`config.mk`:
```
export PLATFORM = sky130hd
export DESIGN_NAME = bfloat16_add_sub
export DESIGN_NICKNAME = d
export VERILOG_FILES = /design/src/rtl/core/bfas_pkg.sv /design/src/rtl/core/bfloat16_add_sub.sv /design/src/rtl/core/bfas_align.sv /design/src/rtl/core/bfas_addsub.sv /design/src/rtl/core/bfas_norm.sv
export VERILOG_INCLUDE_DIRS = /design/src /design/src/rtl/core
export SDC_FILE = /design/constraint.sdc
export NUM_CORES = 1
export LEC_CHECK = 0
export ABC_CLOCK_PERIOD_IN_PS = 4800
export BUFFER_PORTS_ARGS = -buffer_cell sky130_fd_sc_hd__buf_2
export CAP_MARGIN = 10
export CORE_AREA = 3 3 131 133
export DETAILED_ROUTE_END_ITERATION = 6
export DIE_AREA = 0 0 134 136
export SETUP_SLACK_MARGIN = 0.3
export SLEW_MARGIN = 20
export SYNTH_ARGS = -nofsm -noshare
export SYNTH_HDL_FRONTEND = slang
export SYNTH_SLANG_ARGS = --single-unit
```
`constraint.sdc`:
```
create_clock -name clk -period 4.8 [get_ports clk]
set_input_delay 0.72 -clock clk [delete_from_list [all_inputs] [get_ports clk]]
set_output_delay 0.72 -clock clk [all_outputs]
set_load 0.02 [all_outputs]
```
`src/rtl/core/bfloat16_add_sub_macros.svh`:
```
// ----------------------------------------------------------------------------
// bf16 adder assertion macros
// shared property wrappers for the rtl assertions
// ----------------------------------------------------------------------------
`ifndef BFLOAT16_ADD_SUB_MACROS_SVH
`define BFLOAT16_ADD_SUB_MACROS_SVH
`ifndef NO_ASSERTIONS
`define BF_ASSERT_IMP(lbl, clk, rst_n, ante, cons) \
  lbl: assert property (@(posedge clk) disable iff (!rst_n) (ante) |-> (cons)) \
    else $error("assertion failed");
`define BF_ASSERT_NXT(lbl, clk, rst_n, ante, cons) \
  lbl: assert property (@(posedge clk) disable iff (!rst_n) (ante) |=> (cons)) \
    else $error("assertion failed");
`else
`define BF_ASSERT_IMP(lbl, clk, rst_n, ante, cons)
`define BF_ASSERT_NXT(lbl, clk, rst_n, ante, cons)
`endif
`endif

```
`src/rtl/core/bfas_pkg.sv`:
```
// ----------------------------------------------------------------------------
// bf16 adder package
// stage payload types and constants
// ----------------------------------------------------------------------------
package bfas_pkg;
  localparam logic [15:0] QNAN     = 16'h7FC0;
  localparam logic [14:0] INF_MAG  = 15'h7F80;
  localparam logic [7:0]  EXP_MAX  = 8'hFF;

  // after unpack / special-case detection
  typedef struct packed {
    logic        done;
    logic [15:0] res;
    logic        sa;
    logic        sb;
    logic [7:0]  re;
    logic [7:0]  ma;
    logic [7:0]  mb;
  } s1_t;

  // after add or subtract of aligned mantissas
  typedef struct packed {
    logic        done;
    logic [15:0] res;
    logic        rs;
    logic        add;
    logic [7:0]  re;
    logic [8:0]  rm;
  } s2_t;
endpackage

```
`src/rtl/core/bfloat16_add_sub.sv`:
```
// ----------------------------------------------------------------------------
// bfloat16 adder / subtractor
// truncating bf16 add or subtract, three-stage pipeline
// ----------------------------------------------------------------------------
// usage:
//   input channel in_*: tdata carries {operand_b, operand_a, func} with func
//   in bit 0; out_* tdata carries sum_bits.
//   one item per cycle sustained while the receiver takes outputs; three register
//   stages (align, mantissa add, normalize), the first loaded at the accepting
//   edge; out_tvalid rises when the item reaches the normalize register.
//   every stage is a register; each stage advances when the stage after it is
//   empty or advancing, so a stall holds items while gaps ahead of them close up.
//   in_tready is low only while the output holds an item the receiver stalls
//   and the pipe is full up to it.
//   reset clears all valid bits; no item is in flight afterwards.
// ----------------------------------------------------------------------------
`include "bfloat16_add_sub_macros.svh"
module bfloat16_add_sub (
  input  logic        clk,
  input  logic        rst_n,
  input  logic        in_tvalid,
  output logic        in_tready,
  input  logic [39:0] in_tdata,   // func, operand_a, operand_b, zero fill
  output logic        out_tvalid,
  input  logic        out_tready,
  output logic [15:0] out_tdata   // sum_bits
);
  import bfas_pkg::*;
  s1_t s1_c, s1_r;
  s2_t s2_c, s2_r;
  logic [15:0] res_c, out_r;
  logic v1_r, v2_r, v3_r;
  logic adv3, adv2, adv1;

  assign adv3 = !v3_r || out_tready;
  assign adv2 = adv3 || !v2_r;
  assign adv1 = adv2 || !v1_r;
  assign in_tready = adv1;

  bfas_align u_align (
    .func (in_tdata[0]),
    .a    (in_tdata[16:1]),
    .b_in (in_tdata[32:17]),
    .s1   (s1_c)
  );
  bfas_addsub u_addsub (.s1(s1_r), .s2(s2_c));
  bfas_norm   u_norm   (.s2(s2_r), .res(res_c));

  always_ff @(posedge clk) begin
    if (!rst_n) begin
      v1_r <= 1'b0;
      v2_r <= 1'b0;
      v3_r <= 1'b0;
    end else begin
      if (adv1) v1_r <= in_tvalid;
      if (adv2) v2_r <= v1_r;
      if (adv3) v3_r <= v2_r;
    end
  end

  always_ff @(posedge clk) begin
    if (adv1) s1_r <= s1_c;
    if (adv2) s2_r <= s2_c;
    if (adv3) out_r <= res_c;
  end

  assign out_tvalid = v3_r;
  assign out_tdata  = out_r;

  `BF_ASSERT_NXT(a_hold, clk, rst_n, out_tvalid && !out_tready, out_tvalid && $stable(out_tdata))
  `BF_ASSERT_IMP(a_ready, clk, rst_n, !in_tready, v1_r && v2_r && v3_r && !out_tready)
  `BF_ASSERT_NXT(a_flow, clk, rst_n, v2_r && adv3, out_tvalid)
endmodule

```
`src/rtl/core/bfas_align.sv`:
```
// ----------------------------------------------------------------------------
// bf16 adder align stage
// special cases, hidden bits and truncating alignment
// ----------------------------------------------------------------------------
module bfas_align (
  input  logic              func,
  input  logic [15:0]       a,
  input  logic [15:0]       b_in,
  output bfas_pkg::s1_t     s1
);
  import bfas_pkg::*;
  logic [15:0] b;
  logic       sa, sb;
  logic [7:0] ea, eb, ma, mb, diff;
  logic       a_ge;

  always_comb begin
    b  = {b_in[15] ^ func, b_in[14:0]};
    sa = a[15];
    sb = b[15];
    ea = a[14:7];
    eb = b[14:7];
    ma = {ea != 8'd0, a[6:0]};
    mb = {eb != 8'd0, b[6:0]};
    a_ge = ea >= eb;
    diff = a_ge ? (ea - eb) : (eb - ea);
    s1 = '0;
    s1.sa = sa;
    s1.sb = sb;
    s1.re = a_ge ? ea : eb;
    s1.ma = a_ge ? ma : (ma >> diff);
    s1.mb = a_ge ? (mb >> diff) : mb;
    if (ea == EXP_MAX) begin
      s1.done = 1'b1;
      if (a[6:0] != 7'd0) s1.res = a;
      else if (eb == EXP_MAX) s1.res = (b[6:0] != 7'd0 || sa == sb) ? b : QNAN;
      else s1.res = a;
    end else if (eb == EXP_MAX) begin
      s1.done = 1'b1; s1.res = b;
    end else if (a[14:0] == 15'd0) begin
      s1.done = 1'b1; s1.res = b;
    end else if (b[14:0] == 15'd0) begin
      s1.done = 1'b1; s1.res = a;
    end else if (diff > 8'd8) begin
      s1.done = 1'b1; s1.res = a_ge ? a : b;
    end
  end
endmodule

```
`src/rtl/core/bfas_addsub.sv`:
```
// ----------------------------------------------------------------------------
// bf16 adder mantissa stage
// magnitude add or subtract and result sign
// ----------------------------------------------------------------------------
module bfas_addsub (
  input  bfas_pkg::s1_t s1,
  output bfas_pkg::s2_t s2
);
  import bfas_pkg::*;
  always_comb begin
    s2.done = s1.done;
    s2.res  = s1.res;
    s2.re   = s1.re;
    s2.add  = s1.sa == s1.sb;
    if (s1.sa == s1.sb) begin
      s2.rs = s1.sa;
      s2.rm = {1'b0, s1.ma} + {1'b0, s1.mb};
    end else if (s1.ma >= s1.mb) begin
      s2.rs = s1.sa;
      s2.rm = {1'b0, s1.ma - s1.mb};
    end else begin
      s2.rs = s1.sb;
      s2.rm = {1'b0, s1.mb - s1.ma};
    end
  end
endmodule

```
`src/rtl/core/bfas_norm.sv`:
```
// ----------------------------------------------------------------------------
// bf16 adder normalize stage
// carry renormalize, leading-zero shift and result packing
// ----------------------------------------------------------------------------
module bfas_norm (
  input  bfas_pkg::s2_t s2,
  output logic [15:0]   res
);
  import bfas_pkg::*;
  logic [3:0] lz;
  logic [8:0] re1;
  logic [7:0] sh;

  always_comb begin
    lz = 4'd8;
    for (int i = 0; i < 8; i++) begin
      if (s2.rm[i]) lz = 4'(7 - i);
    end
    re1 = {1'b0, s2.re} + 9'd1;
    sh  = s2.rm[7:0] << lz;
    if (s2.done) begin
      res = s2.res;
    end else if (s2.add) begin
      if (s2.rm[8]) begin
        if (re1 >= {1'b0, EXP_MAX}) res = {s2.rs, INF_MAG};
        else res = {s2.rs, re1[7:0], s2.rm[7:1]};
      end else begin
        res = {s2.rs, s2.re, s2.rm[6:0]};
      end
    end else if (s2.rm[7:0] == 8'd0) begin
      res = 16'd0;
    end else if ({4'd0, lz} >= s2.re) begin
      // exponent would hit zero during the shift
      res = 16'd0;
    end else begin
      res = {s2.rs, s2.re - {4'd0, lz}, sh[6:0]};
    end
  end
endmodule

```
# Word-level counts from Yosys, hierarchy flattened
# Index checks and enable logic that the tools add are counted.
[classes] n_eq_ne=4 bitwise=1 addsub=7 magnitude_cmp=5 shifts=3 reduce_logical=15 mux=31
[ops] cell="two-way mux 16 bit" n=12
[ops] cell="two-way mux 8 bit" n=5
[ops] cell="two-way mux 4 bit" n=8
[ops] cell="subtractor 8 bit" n=4
[ops] cell="zero test 15 bit" n=2
[ops] cell="two-way mux 15 bit" n=2
[ops] cell="two-way mux 17 bit" n=1
[ops] cell="== test 8 bit, second input constant" n=2
[ops] cell=">= comparator 8 bit" n=2
[ops] cell="nonzero test 8 bit" n=2
[ops] cell=">> shifter 8 x 8 -> 8 bit" n=2
[ops] cell="nonzero test 7 bit" n=2
[ops] cell="adder 8 x 1 -> 9 bit, second input constant" n=1
[ops] cell="adder 8 x 8 -> 9 bit" n=1
[ops] cell=">= comparator 9 x 8 -> 1 bit, second input constant" n=1
[ops] cell="two-way mux 9 bit" n=1
[ops] cell=">= comparator 4 x 8 -> 1 bit" n=1
[ops] cell="greater-than comparator 8 x 4 -> 1 bit, second input constant" n=1
[ops] cell="zero test 8 bit" n=1
[ops] cell="left shift 8 x 4 -> 7 bit" n=1
[ops] cell="subtractor 8 x 4 -> 8 bit" n=1
[ops] cell="logical OR 1 bit" n=4
[ops] cell="OR reduction 4 bit" n=1
[ops] cell="zero test 1 bit" n=3
[ops] cell="other kinds (3)" n=5
[word_totals] inputBits=44 elab_cells=83 ff_bits=98 out_inout_bits=18

# Logic depth before layout (Yosys ltp)
[depth] ltp_word=13 mapped_depth=17 depth_no_buf=16

# Hierarchy
# A second synthesis with hierarchy kept.
[unflattened] cells_unflattened=769 hier_area_um2=7753.7
[by_module_without_submodules] module="bfloat16_add_sub" seq_area_each_um2=2912.8 instances=1 area_per_inst_um2=2975.4 cells_each=107
[by_module_without_submodules] module="bfas_align" seq_area_each_um2=0.0 instances=1 area_per_inst_um2=2124.5 cells_each=293
[by_module_without_submodules] module="bfas_norm" seq_area_each_um2=0.0 instances=1 area_per_inst_um2=1443.9 cells_each=214
[by_module_without_submodules] module="bfas_addsub" seq_area_each_um2=0.0 instances=1 area_per_inst_um2=1209.9 cells_each=155

# Worst setup path after synthesis
# Ideal clock, no wire load.
[synth_path] path_kind="input to register" startpoint="in in_tdata[8]" endpoint="reg s1_r[26] (netlist name), data pin" arrival_time_ns=3.155 setup_ns=0.257 required_time_ns=4.543 cell_stages=13 slack_ns=1.389 n_path_buf=1 path_cell_list="inv_1 > ha_1 > inv_1 > fa_1 > nand3_1 > a31oi_4 > nor2_2 > mux2_4 > o311ai_4 > a211oi_1 > or3_1 > buf_2 > a32o_1"
[synth_rtl] element="start, declared" line="bfloat16_add_sub.sv:23" text="input logic [39:0] in_tdata,"
[synth_rtl] element="end signal, assigned" line="bfloat16_add_sub.sv:62" text="if (adv1) s1_r <= s1_c;"
[synth_rtl] element="end, declared" line="bfloat16_add_sub.sv:29" text="s1_t s1_c, s1_r;"

# Final worst setup path
[layout_path] startpoint="reg s2_r[1] (netlist name)" endpoint="reg out_r[13] (netlist: out_tdata[13]), data pin"
[layout_via] elab_chain_len=12 word_cells_on_any_way=14 classes_between="add/sub: 1; order compare: 1; mux: 11; reduce/logical: 1"
[layout_rtl] element="start, declared" line="bfloat16_add_sub.sv:30" text="s2_t s2_c, s2_r;"
[layout_rtl] element="start signal, assigned" line="bfloat16_add_sub.sv:63" text="if (adv2) s2_r <= s2_c;"
[layout_rtl] element="two-way mux 4 bit (7 in series)" line="bfas_norm.sv:17" text="if (s2.rm[i]) lz = 4'(7 - i);"
[layout_rtl] element="subtractor 8 x 4 -> 8 bit / >= comparator 4 x 8 -> 1 bit (equally long branches)" line="bfas_norm.sv:36, bfas_norm.sv:32"
[layout_rtl] element="two-way mux 16 bit" line="bfas_norm.sv:32" text="end else if ({4'd0, lz} >= s2.re) begin"
[layout_rtl] element="two-way mux 16 bit *" line="bfas_norm.sv:30" text="end else if (s2.rm[7:0] == 8'd0) begin"
[layout_rtl] element="two-way mux 16 bit *" line="bfas_norm.sv:23" text="end else if (s2.add) begin"
[layout_rtl] element="two-way mux 16 bit *" line="bfas_norm.sv:21" text="if (s2.done) begin"
[layout_rtl] element="named net res_c[13]" line="bfloat16_add_sub.sv:31" text="logic [15:0] res_c, out_r;"
[layout_rtl] element="end signal, assigned" line="bfloat16_add_sub.sv:64" text="if (adv3) out_r <= res_c;"
[layout_rtl] element="end, declared" line="bfloat16_add_sub.sv:31"
# The timed path passes the listed nets; every way through them passes the cells marked *.
# A chain may end at the register's enable or synchronous reset.

==> impl_results.md <==
* Status: completed
* CP max stage delay at between 0.5 and 0.6 ns
* Crit path cell chain: nor2b_1 > o21bai_1 > a21oi_1 > o21bai_1 > buf_4 > inv_1 > ha_1 > inv_1 > fa_1 > a21o_1 > a21oi_1 > a41o_1 > a21oi_1 > and2_0 > a221oi_1 > a21oi_1
* DIE HEIGHT at 136 um
* N_diodes at 0
* DRT Pass-1 Iters at 5
* Main synth FF type: edfxtp_1
* Max-slew violations at 0
* Cell count after synthesis at just over 700
* First-pass GRT wire length at 26200 um
* Routed met1 length at 7410 um
* Vias per cell at 5.63
* Worst Setup End Kind: register
* Highest Clock Rate at between 0.2 and 0.3 GHz
* Crit path required time at between 4 and 5 ns
* # hold bufs at CTS at 0
* Combinational Power Share at a little over a third
* Max cap viols at 0
* Largest net degree at the start of global routing at 46
* Syn_nets at about 800
* Nets at between 800 and 900
* NetSw at 0.00103 W
* Max IR drop VDD at ~0.18 mV
* Most common cell on crit path: a21oi_1
* Final Non-Filler Cells at 977
* Post-CTS setup buffers at 0
* Gr ovfl total at 0
* Pre-CTS setup slack at ~0.86 ns
* Placeable Area at approximately 16000 um2
* Sink Count at between 90 and 100
* Pwr per Cell Area at ~390 nW/um2
* Endpoints failing setup at 0
* Final worst-path cycle share at 76.6%
* DRC viols at 0
* Ys async rst share at 0%
* Layout Skew at ~0.0063 ns
* Sw Share at between 30% and 40%
* Post_cts resized at 0
* Sequential power share at between 40% and 50%
* RSZ-0062 raised after global routing: no
* Most common cell after layout, fill and taps aside: edfxtp_1
* P_leak at 3.17 nW
* Yosys cell types at 77
* Critical path depth in cells at 16
* Final wirelength at ~16000 um
* Int Power at 0.00199 W
* Routability cong. at roughly 0.91
* Crit Path Class: reg -> reg
* # IOs at 62
* Most frequent cells in the layout: edfxtp_1 (95), nand2_1 (67), a21oi_1 (61), inv_1 (61), buf_2 (54)
* Synthesized area per cell at 9.88 um2
* Sequential fraction of the synthesis area at just over 40%
* Initial core utilization at between 40% and 50%
* Die area at about 18000 um2
* Post-synth EDFFs at 95
* Metal3 WL at just under 700 um
* Drt initial violations at around 470
* Share of cells above drive strength 1 at between 10% and 20%
* Via count at about 5500
* Top delay family on crit path: compound AO/OA/AOI/OAI gates
* Worst-margin pin slew at 0.907 ns
* Hold crit path type: reg -> reg
* Rel. slew slack at approximately two fifths
* Buf/Inv on CP at 3
* DPL Wire Length at about 12000 um
* Dpl cells at between 900 and 1000
* Post-synthesis cell area at 7090 um2
* Max clock buf depth at 2
* Initial antenna violation count at 0
* CTS Buf Count at 9
* Met2 Routed Length at around 7500 um
* Flops & latches, synth at between 90 and 100
* Synth Warn # at 0
* Die width at between 100 and 150 um
* Hold Violations, Final at 0
* Worst Path Arrival at around 3.7 ns
* Dominant cells by area after synthesis: edfxtp_1 (40%), ha_1 (7.8%), a21oi_1 (4.4%), o21ai_0 (3.6%), nand2_1 (3.5%)
* Final Core Density at about half
* CP max-delay cell: edfxtp_1
* Worst-skew pair later-pin latency at approximately 0.34 ns
* Routed len/inst at 16.3 um
* ANT nets after route at 0
* Clock Tree Root: clkbuf_16
* Startpoint Class: register
* Layout Area Growth over Synthesis at 10.6%
* Vias in the first global route at around 5200
* Rows at 46
* CTS tree: done
* Hold Path Depth at 0
* R2r setup slk at 1.13 ns
* Crit-path max FO at 8
* Setup TNS at 0 ns
* Total track usage at between 10% and 20%
* Synth top area share at about 40%
* Tmin final at roughly 3.7 ns
* Worst setup margin at around 1.1 ns
* Clock network fraction of design power at between 20% and 30%
* R2r worst-path depth at 16
* Port bufs at 54
* Cell accounting for the most synthesized area: edfxtp_1
* # H-tree levels at 3
* Top Metal Used: met4
* Clock transition at path regs at 0.07 ns
stage by stage:
step / total power (W) / hold slack (ns) / cell area, um2
global route: 0.00321 / 0.431 / 7840
detailed placement: 0.00233 / 0.405 / 7540
global placement: 0.00230 / 0.406 / 7540
CTS: 0.00304 / 0.416 / 7840
floorplan: 0.00205 / 0.400 / 7090
finish: 0.00302 / 0.412 / 7840
registers in the layout, indices dropped and copies added, names as in the netlist:
register and cells:
out_tdata 16, v1_r 1, s2_r 36, out_tvalid 1, s1_r 43, v2_r 1
power groups by stage:
stage                     Sequential, W  Clock [W]  Combinational (W)
after CTS                       0.00126   0.000725            0.00105
after global placement          0.00128          0            0.00102
final                           0.00126   0.000696            0.00106
after detailed placement        0.00128          0            0.00104
after global routing            0.00129   0.000749            0.00117
after floorplan                 0.00125          0           0.000805
final timing paths:
kind                            startpoint             to
worst min register to register    s1_r[31]       s2_r[24]
worst max register to register     s2_r[1]  out_tdata[13]
worst max-delay path               s2_r[1]  out_tdata[13]
worst min-delay path              s1_r[31]       s2_r[24]
logic make-up after synthesis:
family,after synthesis,synth area share [%]
simple gates,199,13.4
compound gates,220,21.3
buf+inv,95,5.39
mux,36,6.94
flops,98,41.1
xor+xnor,19,2.35
fa+ha+maj,50,9.47
metal layers:
metal / vias up / track usage [%]
met4: 0 / 6.17
met1: 2567 / 24.5
met5: - / 0
li1: 2726 / -
met2: 185 / 28.7
met3: 23 / 2.41
worst reg2reg max path: stages (launching register included):
cell and delay, ns:
edfxtp_1 0.52, nor2b_1 0.16, o21bai_1 0.07, a21oi_1 0.15, o21bai_1 0.07, buf_4 0.18
inv_1 0.07, ha_1 0.13, inv_1 0.06, fa_1 0.43, a21o_1 0.17, a21oi_1 0.29
a41o_1 0.17, a21oi_1 0.16, and2_0 0.36, a221oi_1 0.33, a21oi_1 0.07
Yosys cell counts (all sizes together) (14+ instances only):
cell    count
nand3      16
a21oi      63
edfxtp     95
clkbuf     22
o21ai      54
ha         44
nand2      67
nor2       45
nor2b      14
inv        61
xnor2      14
mux2i      15
area by class of cell:
type / count / area (um2)
well taps: 216 / 270
repair buffers: 62 / 330
multi-input cells: 524 / 3800
fillers: 1464 / 8100
clock inverters: 6 / 68.8
clock buffers: 9 / 225
flip-flops and latches: 98 / 2910
inverters: 62 / 233
No activity file was read; power rests on OpenSTA's default activity.
